<file path="src/rtl/core/b64d_pkg.sv">
`timescale 1ns / 1ps

package b64d_pkg;

    // Kind of one result item, carried on m_tuser.
    typedef enum logic [1:0] {
        KIND_BYTE       = 2'd0,
        KIND_BAD_CHAR   = 2'd1,
        KIND_BAD_LENGTH = 2'd2
    } result_kind_t;

    localparam logic [7:0] PAD_CHAR   = 8'h3D;
    localparam int         QDEPTH     = 4;
    localparam int         QPTR_W     = $clog2(QDEPTH);
    localparam int         QCNT_W     = QPTR_W + 1;

    // One finished quad as handed from the front end to the back end.
    typedef struct packed {
        logic [23:0]  group;
        result_kind_t kind;
        logic [1:0]   count;   // number of results, 1 to 3
    } quad_cmd_t;

    // Queue status seen by the front end and the back end.
    typedef struct packed {
        logic full;
        logic empty;
    } queue_status_t;

    typedef struct packed {
        logic       valid;
        logic [5:0] sextet;
    } sextet_t;

    // Maps one character of the alphabet to its sextet; '=' counts as zero.
    function automatic sextet_t char_to_sextet(input logic [7:0] c);
        sextet_t r;
        r.valid  = 1'b1;
        r.sextet = 6'd0;
        if (c inside {[8'h41:8'h5A]}) begin
            r.sextet = 6'(c - 8'h41);
        end else if (c inside {[8'h61:8'h7A]}) begin
            r.sextet = 6'(c - 8'h61 + 8'd26);
        end else if (c inside {[8'h30:8'h39]}) begin
            r.sextet = 6'(c - 8'h30 + 8'd52);
        end else if (c == 8'h2B) begin
            r.sextet = 6'd62;
        end else if (c == 8'h2F) begin
            r.sextet = 6'd63;
        end else if (c == PAD_CHAR) begin
            r.sextet = 6'd0;
        end else begin
            r.valid = 1'b0;
        end
        return r;
    endfunction

endpackage

</file>
<file path="src/rtl/core/b64d_front.sv">
`timescale 1ns / 1ps

module b64d_front import b64d_pkg::*; (
    input  logic          aclk,
    input  logic          aresetn,
    input  logic          s_tvalid,
    output logic          s_tready,
    input  logic [7:0]    s_tdata,   // [7:0] in_char
    input  logic          s_tlast,   // end_of_text
    input  queue_status_t q_status,
    output logic          push,
    output quad_cmd_t     push_cmd
);

    logic [17:0] accum_reg, accum_next;
    logic [1:0]  pos_reg, pos_next;
    logic        bad_reg, bad_next;
    logic        third_pad_reg, third_pad_next;

    sextet_t     dec;
    logic        accept;
    logic        is_pad;
    logic        bad_now;

    assign s_tready = !q_status.full;
    assign accept   = s_tvalid && s_tready;
    assign dec      = char_to_sextet(s_tdata);
    assign is_pad   = (s_tdata == PAD_CHAR);
    assign bad_now  = bad_reg || !dec.valid;

    always_comb begin
        accum_next     = accum_reg;
        pos_next       = pos_reg;
        bad_next       = bad_reg;
        third_pad_next = third_pad_reg;
        push           = 1'b0;
        push_cmd.group = {accum_reg, dec.sextet};
        push_cmd.kind  = KIND_BYTE;
        push_cmd.count = 2'd3;
        if (accept) begin
            if (pos_reg != 2'd3) begin
                accum_next = {accum_reg[11:0], dec.sextet};
                pos_next   = pos_reg + 2'd1;
                bad_next   = bad_now;
                if (pos_reg == 2'd2) begin
                    third_pad_next = is_pad;
                end
                if (s_tlast) begin
                    // A short final quad is a length error, whatever it holds.
                    push           = 1'b1;
                    push_cmd.kind  = KIND_BAD_LENGTH;
                    push_cmd.count = 2'd1;
                end
            end else begin
                push = 1'b1;
                if (bad_now) begin
                    push_cmd.kind  = KIND_BAD_CHAR;
                    push_cmd.count = 2'd1;
                end else if (s_tlast) begin
                    push_cmd.count = 2'd3 - {1'b0, third_pad_reg} - {1'b0, is_pad};
                end
            end
            if (push) begin
                accum_next     = '0;
                pos_next       = 2'd0;
                bad_next       = 1'b0;
                third_pad_next = 1'b0;
            end
        end
    end

    always_ff @(posedge aclk) begin
        if (!aresetn) begin
            accum_reg     <= '0;
            pos_reg       <= 2'd0;
            bad_reg       <= 1'b0;
            third_pad_reg <= 1'b0;
        end else begin
            accum_reg     <= accum_next;
            pos_reg       <= pos_next;
            bad_reg       <= bad_next;
            third_pad_reg <= third_pad_next;
        end
    end

endmodule

</file>
<file path="src/rtl/core/b64d_queue.sv">
`timescale 1ns / 1ps

module b64d_queue import b64d_pkg::*; (
    input  logic          aclk,
    input  logic          aresetn,
    input  logic          push,
    input  quad_cmd_t     push_cmd,
    input  logic          pop,
    output quad_cmd_t     head,
    output queue_status_t status
);

    quad_cmd_t          mem_reg [QDEPTH];
    logic [QPTR_W-1:0]  wr_ptr_reg, wr_ptr_next;
    logic [QPTR_W-1:0]  rd_ptr_reg, rd_ptr_next;
    logic [QCNT_W-1:0]  cnt_reg, cnt_next;
    logic               do_push;
    logic               do_pop;

    assign status.full  = (cnt_reg == QCNT_W'(QDEPTH));
    assign status.empty = (cnt_reg == '0);
    assign do_push      = push && !status.full;
    assign do_pop       = pop && !status.empty;
    assign head         = mem_reg[rd_ptr_reg];

    always_comb begin
        wr_ptr_next = wr_ptr_reg;
        rd_ptr_next = rd_ptr_reg;
        cnt_next    = cnt_reg;
        if (do_push) begin
            wr_ptr_next = wr_ptr_reg + 1'b1;
        end
        if (do_pop) begin
            rd_ptr_next = rd_ptr_reg + 1'b1;
        end
        if (do_push && !do_pop) begin
            cnt_next = cnt_reg + 1'b1;
        end else if (!do_push && do_pop) begin
            cnt_next = cnt_reg - 1'b1;
        end
    end

    always_ff @(posedge aclk) begin
        if (do_push) begin
            mem_reg[wr_ptr_reg] <= push_cmd;
        end
    end

    always_ff @(posedge aclk) begin
        if (!aresetn) begin
            wr_ptr_reg <= '0;
            rd_ptr_reg <= '0;
            cnt_reg    <= '0;
        end else begin
            wr_ptr_reg <= wr_ptr_next;
            rd_ptr_reg <= rd_ptr_next;
            cnt_reg    <= cnt_next;
        end
    end

endmodule

</file>
<file path="src/rtl/core/b64d_back.sv">
`timescale 1ns / 1ps

module b64d_back import b64d_pkg::*; (
    input  logic          aclk,
    input  logic          aresetn,
    input  quad_cmd_t     head,
    input  queue_status_t q_status,
    output logic          pop,
    output logic          m_tvalid,
    input  logic          m_tready,
    output logic [7:0]    m_tdata,   // [7:0] out_byte
    output logic [1:0]    m_tuser,   // [1:0] result_kind
    output logic          m_tlast    // run_last
);

    logic [1:0]   idx_reg, idx_next;
    logic         valid_reg, valid_next;
    logic [7:0]   data_reg, data_next;
    result_kind_t kind_reg, kind_next;
    logic         last_reg, last_next;

    logic         load;
    logic         is_last;
    logic [7:0]   sel_byte;

    // The output register takes a new result whenever it is empty or being drained.
    assign load    = !q_status.empty && (!valid_reg || m_tready);
    assign is_last = (idx_reg == head.count - 2'd1);
    assign pop     = load && is_last;

    always_comb begin
        case (idx_reg)
            2'd0:    sel_byte = head.group[23:16];
            2'd1:    sel_byte = head.group[15:8];
            default: sel_byte = head.group[7:0];
        endcase
    end

    always_comb begin
        idx_next   = idx_reg;
        valid_next = valid_reg;
        data_next  = data_reg;
        kind_next  = kind_reg;
        last_next  = last_reg;
        if (load) begin
            valid_next = 1'b1;
            data_next  = (head.kind == KIND_BYTE) ? sel_byte : 8'h00;
            kind_next  = head.kind;
            last_next  = is_last;
            idx_next   = is_last ? 2'd0 : idx_reg + 2'd1;
        end else if (m_tready) begin
            valid_next = 1'b0;
        end
    end

    always_ff @(posedge aclk) begin
        if (!aresetn) begin
            idx_reg   <= 2'd0;
            valid_reg <= 1'b0;
        end else begin
            idx_reg   <= idx_next;
            valid_reg <= valid_next;
        end
    end

    always_ff @(posedge aclk) begin
        data_reg <= data_next;
        kind_reg <= kind_next;
        last_reg <= last_next;
    end

    assign m_tvalid = valid_reg;
    assign m_tdata  = data_reg;
    assign m_tuser  = kind_reg;
    assign m_tlast  = last_reg;

endmodule

</file>
<file path="src/rtl/core/base64_decoder.sv">
`timescale 1ns / 1ps
// Streaming base64 decoder.
// The slave channel takes one character per request: s_tdata holds the
// character and s_tlast marks the final character of the text. The master
// channel gives one result per request: m_tdata holds a decoded byte,
// m_tuser the result kind (byte, invalid character, bad length) and m_tlast
// marks the last result caused by one input character.
// A complete quad gives three bytes, fewer on the final quad for each '='
// in the third or fourth place, or one invalid character result. A text
// that ends in mid-quad gives one length error result.
// Throughput: one character per cycle while s_tready is high; the output
// register also moves one result per cycle while m_tready is high, so
// three bytes per four characters fit with room. The character that ends
// a quad writes the quad queue; the output register then loads the
// quad's first result from the queue head.
// A four-entry quad queue sits between the front end and the output side;
// s_tready drops only when the queue is full.
// Reset clears the quad state, the queue and the output register.
module base64_decoder import b64d_pkg::*; (
    input  logic       aclk,
    input  logic       aresetn,
    input  logic       s_tvalid,
    output logic       s_tready,
    input  logic [7:0] s_tdata,   // [7:0] in_char
    input  logic       s_tlast,   // end_of_text
    output logic       m_tvalid,
    input  logic       m_tready,
    output logic [7:0] m_tdata,   // [7:0] out_byte
    output logic [1:0] m_tuser,   // [1:0] result_kind
    output logic       m_tlast    // run_last
);

    queue_status_t q_status;
    logic          push;
    quad_cmd_t     push_cmd;
    logic          pop;
    quad_cmd_t     head;

    b64d_front u_front (
        .aclk     (aclk),
        .aresetn  (aresetn),
        .s_tvalid (s_tvalid),
        .s_tready (s_tready),
        .s_tdata  (s_tdata),
        .s_tlast  (s_tlast),
        .q_status (q_status),
        .push     (push),
        .push_cmd (push_cmd)
    );

    b64d_queue u_queue (
        .aclk     (aclk),
        .aresetn  (aresetn),
        .push     (push),
        .push_cmd (push_cmd),
        .pop      (pop),
        .head     (head),
        .status   (q_status)
    );

    b64d_back u_back (
        .aclk     (aclk),
        .aresetn  (aresetn),
        .head     (head),
        .q_status (q_status),
        .pop      (pop),
        .m_tvalid (m_tvalid),
        .m_tready (m_tready),
        .m_tdata  (m_tdata),
        .m_tuser  (m_tuser),
        .m_tlast  (m_tlast)
    );

endmodule

</file>
<file path="config.mk">
export PLATFORM = sky130hd
export DESIGN_NAME = base64_decoder
export DESIGN_NICKNAME = d
export VERILOG_FILES = /design/src/rtl/core/b64d_pkg.sv /design/src/rtl/core/b64d_front.sv /design/src/rtl/core/b64d_queue.sv /design/src/rtl/core/b64d_back.sv /design/src/rtl/core/base64_decoder.sv
export SDC_FILE = /design/constraint.sdc
export NUM_CORES = 1
export LEC_CHECK = 0
export BUFFER_PORTS_ARGS = -buffer_cell sky130_fd_sc_hd__buf_2
export CAP_MARGIN = 10
export CELL_PAD_IN_SITES_DETAIL_PLACEMENT = 1
export CELL_PAD_IN_SITES_GLOBAL_PLACEMENT = 1
export CORE_MARGIN = 1.5
export CORE_UTILIZATION = 40
export DETAILED_ROUTE_END_ITERATION = 7
export PLACE_DENSITY_LB_ADDON = 0.1
export RECOVER_POWER = 100
export SLEW_MARGIN = 20
export SYNTH_ARGS = -nofsm -noshare
export SYNTH_HDL_FRONTEND = slang
export SYNTH_SLANG_ARGS = --single-unit
</file>
<file path="constraint.sdc">
create_clock -name aclk -period 3.15 [get_ports aclk]
set_input_delay 0.315 -clock aclk [delete_from_list [all_inputs] [get_ports aclk]]
set_output_delay 0.315 -clock aclk [all_outputs]
set_load 0.01 [all_outputs]
</file>
======== After elaboration in Yosys (flattened, before gate mapping) ========
Memories as Yosys holds them, arrays and structs flattened. A register that Yosys moved wholly into a read port is not among the register bits.
Index checks and enable logic that the tools add are counted.
storage, ports and cells
  flip-flop bits (word level) ............. 43
  bits in writable memories ............... 112
  bits of input ports ..................... 13
  output and inout port bits .............. 13
  word-level logic and storage cells ...... 108
  memories kept ........................... 1
cells by class
  $add $sub $neg .......................... 14
  order comparisons ....................... 6
  equality and inequality tests ........... 8
  multiplexer cells ....................... 40
  reductions and logical operators ........ 27
memories
  name             depth  bits a word  rd ports  clocked after Yosys merged registers in  wr ports  RTL line          text
  u_queue.mem_reg  4      28           1         1                                        1         b64d_queue.sv:13  quad_cmd_t mem_reg [QDEPTH];
operators by type and width
  kind                   count
  $mux W18               2
  $mux W6                5
  $eq A8 B6 Y1 const B   3
  $mux W1                20
  $ge A8 B7 Y1 const B   2
  $le A8 B7 Y1 const B   2
  $pmux W8 S2            1
  $mux W2                7
  $mux W4                3
  $sub A6 B6 Y6 const B  2
  $logic_and A1 B1 Y1    10
  $add A2 B1 Y2 const B  4
  $ge A8 B6 Y1 const B   1
  $le A8 B6 Y1 const B   1
  $reduce_bool A2 Y1     4
  $add A6 B5 Y6 const B  1
  $add A6 B6 Y6 const B  1
  $logic_not A1 Y1       6
  $mux W3                2
  $sub A6 B1 Y6 const B  1
  $logic_not A2 Y1       2
  $add A3 B1 Y3 const B  1
  $eq A3 B3 Y1 const B   1
  $logic_not A3 Y1       1
  11 further kinds       12

======== Longest topological paths before layout ========
Gate-level depths: netlist of the first run.
  word-level depth ........................ 12
  mapped depth ............................ 13
  gate-level depth less buffers ........... 11

======== Hierarchy ========
A second synthesis of the first run with hierarchy kept.
unflattened totals
  cells, all modules ...................... 436
  area total of the unflattened synthesis .. 6718.9 µm²
by module, submodules not included
  module      instances  cells each  area each (µm²)  seq. area each (µm²)
  b64d_queue  1          194         4571.9           3543.4
  b64d_front  1          178         1465.2           440.4
  b64d_back   1          64          681.9            390.4

======== Least setup slack after synthesis of the first run ========
No wires, ideal clock.
  path type ............................... flip-flop to flip-flop
  from .................................... register with a tool-made name
  to ...................................... register u_queue.cnt_reg[2]
  library setup time ...................... 76 ps
  arrival ................................. 2768 ps
  required time ........................... 3074 ps
  path slack .............................. 307 ps
  cell stages (with the launch flop) ...... 14
  path buffers ............................ 2
  period minus slack after synthesis ...... 2843 ps
  cell sequence ........................... dfxtp_1 buf_6 mux4_2 xnor2_2 mux2i_1 and2_1 buf_6 inv_1 ha_1 inv_1 fa_1 xor2_1 or3_1 a21boi_0
RTL lines
  element               RTL line          text
  end signal, assigned  b64d_queue.sv:57  cnt_reg <= cnt_next;
  end, declared         b64d_queue.sv:16  logic [QCNT_W-1:0] cnt_reg, cnt_next;

==> results of run 1 <==
per-layer routing:
layer	global-route usage (%)	vias up
met4	6.593	0
met3	3.827	14
met5	0	-
met2	26.84	55
li1	-	1654
met1	23.25	1806
worst max-delay path, cell delays in order, from the launching register on:
cell and delay [ns]:
dfxtp_2 0.36, mux4_2 0.54, xnor2_2 0.20, mux2i_1 0.13, and2_4 0.20, inv_1 0.07, ha_1 0.19, inv_1 0.06
fa_1 0.38, xor2_1 0.19, or3_1 0.30, a21boi_0 0.16
cell families (layout without fill, tap and decap cells):
kind of cell / Yosys count / count (layout) / share of synthesized area [%]
xor gates and xnor gates: 10 / 10 / 1.461
muxes: 36 / 36 / 11.09
and+or+nand+nor: 80 / 80 / 6.362
adders and majority gates: 20 / 20 / 3.959
AOI/OAI and AO/OA: 72 / 72 / 7.650
buffers and inverters: 34 / 82 / 2.287
DFF: 157 / 157 / 67.19
what timing repair did:
action / 4_1_cts / 5_1_grt
resized for setup: 0 / 2
hold buffers: 0 / 0
setup endpoints to repair: 0 / 1
worst max path at each step:
stage,endpoint,slack (ns),cells after the start,start
6_report,u_queue.cnt_reg[2]$_SDFFE_PN0P_,0.29,11,flip-flop
5_1_grt,u_queue.cnt_reg[2]$_SDFFE_PN0P_,0.02,11,flip-flop
4_1_cts,u_queue.cnt_reg[2]$_SDFFE_PN0P_,0.21,11,flip-flop
3_5_place_dp,u_queue.cnt_reg[2]$_SDFFE_PN0P_,0.22,11,flip-flop
3_3_place_gp,u_queue.cnt_reg[2]$_SDFFE_PN0P_,0.36,11,flip-flop
2_1_floorplan,u_queue.cnt_reg[2]$_SDFFE_PN0P_,0.31,13,flip-flop
stage by stage:
step | area, µm² | std cells
6_report | 7417 | 673
5_1_grt | 7417 | 673
4_1_cts | 7452 | 673
3_5_place_dp | 6885 | 641
3_3_place_gp | 6885 | 641
2_1_floorplan | 6510 | 409
layout make-up:
type                       instances  area [µm²]  area share, %
timing repair buffer              34       155.1          2.092
clock inverter                    15       141.4          1.906
inverter                          16       60.06         0.8097
multi-input combinational        218        1989          26.82
tap                              216       270.3          3.644
clock buffer                      17       425.4          5.735
sequential                       157        4375          58.99
cell usage in the layout (no fill, tap or decap), types with 11 or more instances in the layout:
master and instances:
clkbuf_1 16, inv_1 16, edfxtp_1 123, nor2_1 11, clkbuf_16 17, nand2_1 25, buf_2 11, dfxtp_1 33
a21oi_1 17, mux4_2 25, ha_1 19, a22o_1 15
power by group through the flow:
stage          clock, W  sequential (W)  combinational (W)
2_1_floorplan         0         0.00260           0.000819
3_3_place_gp          0         0.00257            0.00120
3_5_place_dp          0         0.00258            0.00121
4_1_cts         0.00197         0.00254            0.00122
5_1_grt         0.00204         0.00257            0.00129
6_report        0.00192         0.00254            0.00116
==> impl_results.md, run 1 <==
* Pwr dens at roughly 760 nW/µm²
* M1 wire length at 6379 µm
* Sw frac at 28.25%
* Most used DFF post-synth: edfxtp_1
* Commonest cells in the netlist: edfxtp_1, dfxtp_1, mux4_2, nand2_1, ha_1
* CTS buffer count at 17
* Initial drt markers at just over 200
* WP data arrival at 3.21 ns
* CTS sink count at about 160
* Top layer in use: met4
* Most common cell in the netlist: edfxtp_1
* #FFs+latches synth at 157
* Area leader, netlist: edfxtp_1
* Syn nets at between 400 and 500
* Fin util at a little under half
* Routed wl met3 at around 360 µm
* Status: finished clean
* Worst Setup Path Type: flip-flop to flip-flop
* DRC Markers at 0
* RSZ-0062 raised after global routing: no
* Post-synth EDFFs at 123
* Final worst-path setup slack at 0.2906 ns
* Final max-slew violation count at 0
* FF-to-FF path depth at 11
* Clock root buffer: clkbuf_16
* Setup_tns at 0 ns
* GRT Overall Usage at between 10% and 20%
* DR vias/cell at 5.244
* Clock power share at 34.2%
* Syn. warnings at 0
* Die area at 17,050 µm²
* Yosys cell types at 47
* Top-Level Pins at 26
* Gr ovfl total at 0
* Post-CTS Repair Setup Buffers at 0
* Max_slew headroom at between 10% and 20%
* Final period utilization at 90.77%
* Antenna cells at 0
* Routed met2 length at 6339 µm
* R2R Setup Slk at 0.29 ns
* Post-route ant nets at 0
* CTS H-tree lvls at 4
* Min-Delay Startpoint: m_tready
* Initial antenna violation count at 0
* Final Hold Fails at 0
* Setup violators final at 0
* Area grow syn2layout at 13.93%
* DRT Pass-1 Iters at 4
* Die width at 130.6 µm
* Final Wtd Congestion at ~0.79
* Vert. Die Dim at 130.6 µm
* Buffers on Ports at 25
* Clock Skew at 0.005962 ns
* Ratio of cells with drive above 1 in the final layout at roughly 17%
* Gate Count Post-Synth at 409
* Hold-critical path depth at 4
* R2R Path End: u_queue.cnt_reg[2]$_SDFFE_PN0P_
* Total power at 0.005619 W
* CTS tree: done
* CP Data Required Time at 3.50 ns
* Initial Utilization at roughly 40%
* Clock slew at reported path FFs at 0.06 ns
* WHS Endpoint: u_back.m_tvalid$_SDFFE_PN0P_
* Max_cap viols at 0
* NetSw at 0.001588 W
* Slew @ Worst Pin at 1.252 ns
* Startpoint Class: flip-flop
* Syn Area/Cell at ~16 µm²
* Largest net degree at the start of global routing at 29
* Reg power frac at 45.2%
* Vias in the first global route at roughly 3,600
* P_int at 0.004032 W
* Crit end category: flip-flop
* FMAX at 349.7 MHz
* Drt wl/cell at 19.70 µm
* DP HPWL at 8220 µm
* Mapped cell area at approximately 6500 µm²
* Leading cell types by total area after synthesis: edfxtp_1, dfxtp_1, mux4_2, ha_1, a22o_1
* Global-route wire length before repair at 20,900 µm
* Clk_lat worst skew at 0.42 ns
* Combinational power share at 20.6%
* Leakage power at around 2.6 nW
* Fillers at approximately 1,600
* WL final at 13,260 µm
* Max reg flops at about 110
* Peak VDD IR at 0.3999 mV
* Clock buffer depth at 2
* Hold Path Class: primary input to flip-flop
* DR vias at 3,529
* Sequential element share of the synthesized area at 67.19%
* Final min period at 2.859 ns
* Ys async rst share at 0%
* Crit Path Max Fanout at 4
* Placement Setup Slack at 0.2231 ns
* Worst hold slack at 0.1725 ns
* Final nets at ~480
* Yosys top cell area share at 56.74%
* Core area at 15,890 µm²
* Std cell rows at 46
(Power assumes the default switching activity.)
==> run 2: changes to the inputs <==
--- a/config.mk
+++ b/config.mk
@@ -8,11 +8,11 @@
 export BUFFER_PORTS_ARGS = -buffer_cell sky130_fd_sc_hd__buf_2
 export CAP_MARGIN = 10
 export CELL_PAD_IN_SITES_DETAIL_PLACEMENT = 1
-export CELL_PAD_IN_SITES_GLOBAL_PLACEMENT = 1
+export CELL_PAD_IN_SITES_GLOBAL_PLACEMENT = 2
 export CORE_MARGIN = 1.5
 export CORE_UTILIZATION = 40
 export DETAILED_ROUTE_END_ITERATION = 7
-export PLACE_DENSITY_LB_ADDON = 0.1
+export PLACE_DENSITY = 0.66
 export RECOVER_POWER = 100
 export SLEW_MARGIN = 20
 export SYNTH_ARGS = -nofsm -noshare
==> run 2 against run 1 <==
Clock power is 9.9% higher. Sequential cell count stayed put. Register-to-register slack hardly changed. Maximum frequency is 0.52% higher. Largest power group unchanged.
==> impl_results.md, run 2 (synthesis results as in run 1) <==
* Status: finished clean
* Final Instance Count excl. Fillers at 675 (+0.30%)
* FF-to-FF path depth at 11 (unchanged)
* FMAX at 351.6 MHz (+0.52%)
* Clock Skew at 0.009506 ns (+0.003544 ns)
* Ratio of cells with drive above 1 in the final layout at 15.69% (-1.6 points)
* R2R Path End: u_queue.cnt_reg[2]$_SDFFE_PN0P_
* WHS Endpoint: u_back.m_tvalid$_SDFFE_PN0P_
* WP depth at 11 (unchanged)
* Leakage power at 2.608 nW (+0.93%)
* NetSw at 0.001516 W (-4.5%)
* DR vias at 3,581 (+1.5%)
* Vias in the first global route at 3,826 (+5.5%)
* Die width at 130.6 µm (unchanged)
* Crit-path cells: mux4_2 -> xnor2_1 -> mux2i_1 -> and2_1 -> inv_1 -> ha_1 -> inv_1 -> fa_1 -> xor2_1 -> or3_1 -> a21boi_0
* Initial drt markers at 166 (-20%)
* DP Cell Count at 643 (+0.31%)
* CP Data Required Time at 3.49 ns (about the same)
* DRT Pass-1 Iters at 7 (+3)
* Largest stage delay on the critical path at 0.51 ns (-0.03 ns)
* CTS tree: done
* Largest net degree at the start of global routing at 29 (unchanged)
* Setup violators final at 0 (unchanged)
* WP data arrival at 3.18 ns (-0.03 ns)
* GRT Overall Usage at 17.20% (+0.14 points)
* Gr ovfl total at 0 (unchanged)
* Buffers on Ports at 25 (unchanged)
* CTS buffer count at 17 (unchanged)
* Post-CTS Repair Setup Buffers at 0 (unchanged)
* Commonest non-fill, non-tap cell in the layout: edfxtp_1
* Std cell rows at 46 (unchanged)
* Top delay family on crit path: multiplexers
* DP HPWL at 8559 µm (+4.1%)
* Final min period at 2.845 ns (-0.01484 ns)
* CP max-delay cell: mux4_2
* Area grow syn2layout at 14.57%
* Worst Setup Path Type: flip-flop to flip-flop
* Setup_tns at 0 ns (unchanged)
* Final nets at 479 (+0.42%)
* Min-Delay Startpoint: m_tready
* Clock buffer depth at 2 (unchanged)
* WL final at 13,580 µm (+2.4%)
* Clock slew at reported path FFs at 0.06 ns (about the same)
* R2R Setup Slk at 0.31 ns (about the same)
* Die area at 17,050 µm² (unchanged)
* Initial Utilization at 40.98% (unchanged)
* Hold-critical path depth at 4 (unchanged)
* Clock root buffer: clkbuf_16
* Slew @ Worst Pin at 1.173 ns (-0.07958 ns)
* Max_cap viols at 0 (unchanged)
* DR vias/cell at 5.305 (+1.2%)
* Global-route wire length before repair at 21,250 µm (+1.7%)
* CTS sink count at 157 (unchanged)
* Top-Level Pins at 26 (unchanged)
* Clk_lat worst skew at 0.41 ns (about the same)
* Antenna cells at 0 (unchanged)
* Area after DPL at 6900 µm² (+0.22%)
* Drt wl/cell at 20.11 µm (+2.1%)
* Most frequent cells in the layout: edfxtp_1, dfxtp_1, nand2_1, mux4_2, clkbuf_1
* Final period utilization at 90.30% (-0.47 points)
* Hold_buf cts at 0 (unchanged)
* CTS H-tree lvls at 4 (unchanged)
* Register area at 4375 µm² (unchanged)
* Pwr dens at 778.1 nW/µm² (+2.7%)
* Final max-slew violation count at 0 (unchanged)
* Final Hold Fails at 0 (unchanged)
* Fillers at 1,578 (-0.63%)
* Crit end category: flip-flop
* P_int at 0.004287 W (+6.3%)
* Startpoint Class: flip-flop
* Combinational power share at 19.7% (-0.9 points)
* Crit Path Max Fanout at 3 (-1)
* Post-CTS Resized at 0 (unchanged)
* Core area at 15,890 µm² (unchanged)
* DRC Markers at 0 (unchanged)
* Sw frac at 26.12% (-2.1 points)
* Post-route ant nets at 0 (unchanged)
* Hold Path Class: primary input to flip-flop
* RSZ-0062 raised after global routing: no
* Clock power share at 36.4% (+2.2 points)
* CP most frequent cell: inv_1
* Max_slew headroom at 21.81% (+5.3 points)
* Reg power frac at 43.9% (-1.3 points)
* Peak VDD IR at 0.3876 mV (-3.1%)
* Vert. Die Dim at 130.6 µm (unchanged)
* CP Buf/Inv Count at 2 (unchanged)
* Multi-input gate area at 1979 µm² (-0.50%)
* Final Wtd Congestion at 0.7505 (-4.7%)
* Max reg flops at 112 (unchanged)
* Initial antenna violation count at 0 (unchanged)
* Final Cell Area at 7458 µm² (+0.56%)
-- run 2: cell types whose count changed in the layout (fill, tap and decap cells not counted), moves of 2 or more --
cell	previous run	this run
bufinv_16	1	4
clkbuf_1	16	22
clkbuf_8	0	2
clkinv_2	1	3
clkinv_4	6	0
clkinvlp_4	2	0
inv_6	4	0
-- run 2: worst max-delay path by stage --
| stage | start | slack [ns] | endpoint |
|---|---|---|---|
| global placement | flip-flop | 0.42 | u_queue.cnt_reg[2]$_SDFFE_PN0P_ |
| detailed placement | flip-flop | 0.35 | u_queue.cnt_reg[2]$_SDFFE_PN0P_ |
| floorplan | flip-flop | 0.31 | u_queue.cnt_reg[2]$_SDFFE_PN0P_ |
| global route | flip-flop | 0.09 | u_queue.cnt_reg[2]$_SDFFE_PN0P_ |
| CTS | flip-flop | 0.33 | u_queue.cnt_reg[2]$_SDFFE_PN0P_ |
| finish | flip-flop | 0.31 | u_queue.cnt_reg[2]$_SDFFE_PN0P_ |
-- run 2: area by class of cell --
| type | count | share of cell area, % |
|---|---|---|
| well taps | 216 | 3.624 |
| clock buffers | 23 | 6.274 |
| multi-input cells | 218 | 26.54 |
| repair buffers | 36 | 2.181 |
| inverters | 16 | 0.8052 |
| clock inverters | 9 | 1.912 |
| flip-flops and latches | 157 | 58.66 |
-- run 2: per-stage QoR --
stage	hold slack (ns)	setup slack (ns)	utilization [%]	total power, W
after floorplan	0.4451	0.3066	-	0.003420
after global placement	0.4613	0.4217	43.44	0.003782
after detailed placement	0.4929	0.3479	43.44	0.003812
after CTS	0.2018	0.3299	47.28	0.005930
after global routing	0.2357	0.08511	46.95	0.006088
final	0.2149	0.3055	46.95	0.005804
-- run 2: per-layer routing --
layer / vias up / GRT usage (%) / wire length (µm)
met5: - / 0 / 0
met2: 52 / 29.13 / 6848
met3: 13 / 3.664 / 376
met4: 0 / 5.624 / 138
li1: 1656 / - / -
met1: 1860 / 22.18 / 6214
-- run 2: power groups by stage --
stage / clock network [W] / logic [W] / registers [W]
2_1_floorplan: 0 / 0.000819 / 0.00260
3_3_place_gp: 0 / 0.00121 / 0.00257
3_5_place_dp: 0 / 0.00123 / 0.00259
4_1_cts: 0.00215 / 0.00123 / 0.00254
5_1_grt: 0.00223 / 0.00129 / 0.00257
6_report: 0.00211 / 0.00114 / 0.00255
-- run 2: tightest hold or removal path, cell delays in order --
cell and delay, ns:
buf_2 0.08, inv_1 0.05, nand2_1 0.06, a21boi_0 0.07
==> run 3: changes to the inputs <==
--- a/config.mk
+++ b/config.mk
@@ -7,12 +7,11 @@
 export LEC_CHECK = 0
 export BUFFER_PORTS_ARGS = -buffer_cell sky130_fd_sc_hd__buf_2
 export CAP_MARGIN = 10
-export CELL_PAD_IN_SITES_DETAIL_PLACEMENT = 1
-export CELL_PAD_IN_SITES_GLOBAL_PLACEMENT = 2
 export CORE_MARGIN = 1.5
-export CORE_UTILIZATION = 40
+export CORE_UTILIZATION = 35
+export CTS_BUF_LIST = sky130_fd_sc_hd__clkbuf_4
 export DETAILED_ROUTE_END_ITERATION = 7
-export PLACE_DENSITY = 0.66
+export PLACE_DENSITY = 0.46
 export RECOVER_POWER = 100
 export SLEW_MARGIN = 20
 export SYNTH_ARGS = -nofsm -noshare
==> run 3 against run 2 <==
The flow now finishes with violations (DRC). Via count is 2.2% lower. Clock power shrank 38%. Maximum frequency shrank 1.8%. Hold slack worse by 0.066 ns. Register-to-register slack worse by 0.05 ns.
==> impl_results.md, run 3 (synthesis results as in run 1) <==
* Status: finished with violations
* Failing checks: DRC
* Max_cap viols at 0 (unchanged)
* Clock Skew at 0.01899 ns (+0.009488 ns)
* Worst Setup Path Type: flip-flop to flip-flop
* Std cell rows at 49 (+6.5%)
* Combinational power share at 23.3% (+3.6 points)
* DR vias/cell at 5.093 (-4.0%)
* Final Instance Count excl. Fillers at 688 (+1.9%)
* WL final at 13,180 µm (-2.9%)
* Initial Utilization at 35.99% (-5.0 points)
* Final min period at 2.895 ns (+0.05075 ns)
* Peak VDD IR at 0.2679 mV (-31%)
* Leakage power at 2.474 nW (-5.1%)
* Clk_lat worst skew at 0.55 ns (+0.14 ns)
* NetSw at 0.001452 W (-4.2%)
* Die area at 19,430 µm² (+14%)
* CTS sink count at 157 (unchanged)
* Commonest non-fill, non-tap cell in the layout: edfxtp_1
* Worst hold slack at 0.1488 ns (-0.06619 ns)
* Final period utilization at 91.91% (+1.6 points)
* Final Hold Fails at 0 (unchanged)
* Sw frac at 29.00% (+2.9 points)
* DP Cell Count at 654 (+1.7%)
* Buffers on Ports at 25 (unchanged)
* P_int at 0.003555 W (-17%)
* Area grow syn2layout at 10.46%
* Final max-slew violation count at 0 (unchanged)
* Clock power share at 26.1% (-10 points)
* CTS H-tree lvls at 4 (unchanged)
* Final nets at 478 (-0.21%)
* Die width at 139.4 µm (+6.7%)
* Crit Path Max Fanout at 4 (+1)
* Post-route ant nets at 0 (unchanged)
* Slew @ Worst Pin at 1.250 ns (+0.07699 ns)
* WP data arrival at 3.37 ns (+0.19 ns)
* Initial drt markers at 263 (+58%)
* CP Data Required Time at 3.62 ns (+0.13 ns)
* Largest net degree at the start of global routing at 29 (unchanged)
* Reg power frac at 50.7% (+6.8 points)
* Final Wtd Congestion at 0.8002 (+6.6%)
* Total power at 0.005007 W (-14%)
* Vert. Die Dim at 139.4 µm (+6.7%)
* Max reg flops at 112 (unchanged)
* FMAX at 345.4 MHz (-1.8%)
* Gr ovfl total at 0 (unchanged)
* DRC Markers at 1 (+1)
* DRT Pass-1 Iters at 6 (-1)
* RSZ-0062 raised after global routing: no
* Setup_tns at 0 ns (unchanged)
* Pwr dens at 696.3 nW/µm² (-11%)
* DP HPWL at 7718 µm (-9.8%)
* Clock root buffer: clkbuf_4
* Setup violators final at 0 (unchanged)
* Top-Level Pins at 26 (unchanged)
* Most frequent cells in the layout: edfxtp_1, dfxtp_1, nand2_1, mux4_2, ha_1
* Hold Path Class: primary input to flip-flop
* Crit end category: flip-flop
* Startpoint Class: flip-flop
* DR vias at 3,504 (-2.2%)
* Global-route wire length before repair at 20,490 µm (-3.6%)
* CTS buffer count at 17 (unchanged)
* Drt wl/cell at 19.16 µm (-4.7%)
* Clock buffer depth at 2 (unchanged)
* Clock slew at reported path FFs at 0.13 ns (+0.07 ns)
* Max_slew headroom at 16.67% (-5.1 points)
* Ratio of cells with drive above 1 in the final layout at 17.03% (+1.3 points)
* Vias in the first global route at 3,497 (-8.6%)
* Initial antenna violation count at 1 (+1)
* Core area at 18,090 µm² (+14%)
* GRT Overall Usage at 14.30% (-2.9 points)
* CTS tree: done
run 3: changes by cell type in the layout (fill, tap and decap cells not counted), moves of 2 or more:
cell and change:
and2_0 +3, and2_1 -3, clkbuf_1 -6, clkbuf_16 -17
clkbuf_4 +18, clkbuf_8 -2, clkinv_2 +2, clkinvlp_4 +3
run 3: metrics by stage:
stage          setup WS (ns)  util, %  instance area [µm²]
4_1_cts               0.2450    39.95                 7226
3_3_place_gp          0.3664    38.18                 6905
6_report              0.2547    39.76                 7191
2_1_floorplan         0.3066        -                 6510
5_1_grt              0.05353    39.76                 7191
3_5_place_dp          0.2810    38.18                 6905
run 3: final cells by class:
type	count	area, µm²
multi-input combinational	218	1991
fill	1695	10900
clock inverter	14	175.2
antenna	1	2.502
timing repair buffer	35	165.2
inverter	16	60.06
tap	229	286.5
sequential	157	4375
clock buffer	18	135.1
run 3: repair_timing:
item / CTS / global route
hold buffers: 1 / 0
hold endpoints to repair: 1 / 0
setup buffers: 0 / 0
gates resized for setup: 0 / 0
run 3: worst max-delay path, stage by stage, from the launching register on:
cell      delay, ns
dfxtp_2        0.39
mux4_2         0.53
xnor2_2        0.16
mux2i_1        0.15
and2_1         0.25
inv_1          0.09
ha_1           0.18
inv_1          0.06
fa_1           0.37
xor2_1         0.18
or3_1          0.31
a21boi_0       0.16
run 3: worst paths after layout:
kind / startpoint / to / slack (ns) / cells after the start
min: s_tlast / u_front.third_pad_reg$_SDFFE_PN0P_ / 0.15 / 4
max: flip-flop / u_queue.cnt_reg[2]$_SDFFE_PN0P_ / 0.25 / 11
max reg2reg: flip-flop / u_queue.cnt_reg[2]$_SDFFE_PN0P_ / 0.25 / 11
min reg2reg: u_queue.rd_ptr_reg[0]$_SDFFE_PN0P_ / flip-flop / 0.50 / 2
run 3: power by group through the flow:
stage	logic, W	clock network (W)	registers [W]
2_1_floorplan	0.000819	0	0.00260
3_3_place_gp	0.00122	0	0.00258
3_5_place_dp	0.00123	0	0.00258
4_1_cts	0.00123	0.00134	0.00253
5_1_grt	0.00129	0.00143	0.00256
6_report	0.00116	0.00131	0.00254
run 3: metal layers:
layer | GRT usage (%) | wire [µm] | vias up
met5 | 0 | 0 | -
met2 | 22.20 | 6035 | 62
li1 | - | - | 1654
met3 | 2.856 | 380 | 14
met1 | 19.76 | 6531 | 1774
met4 | 5.711 | 234 | 0
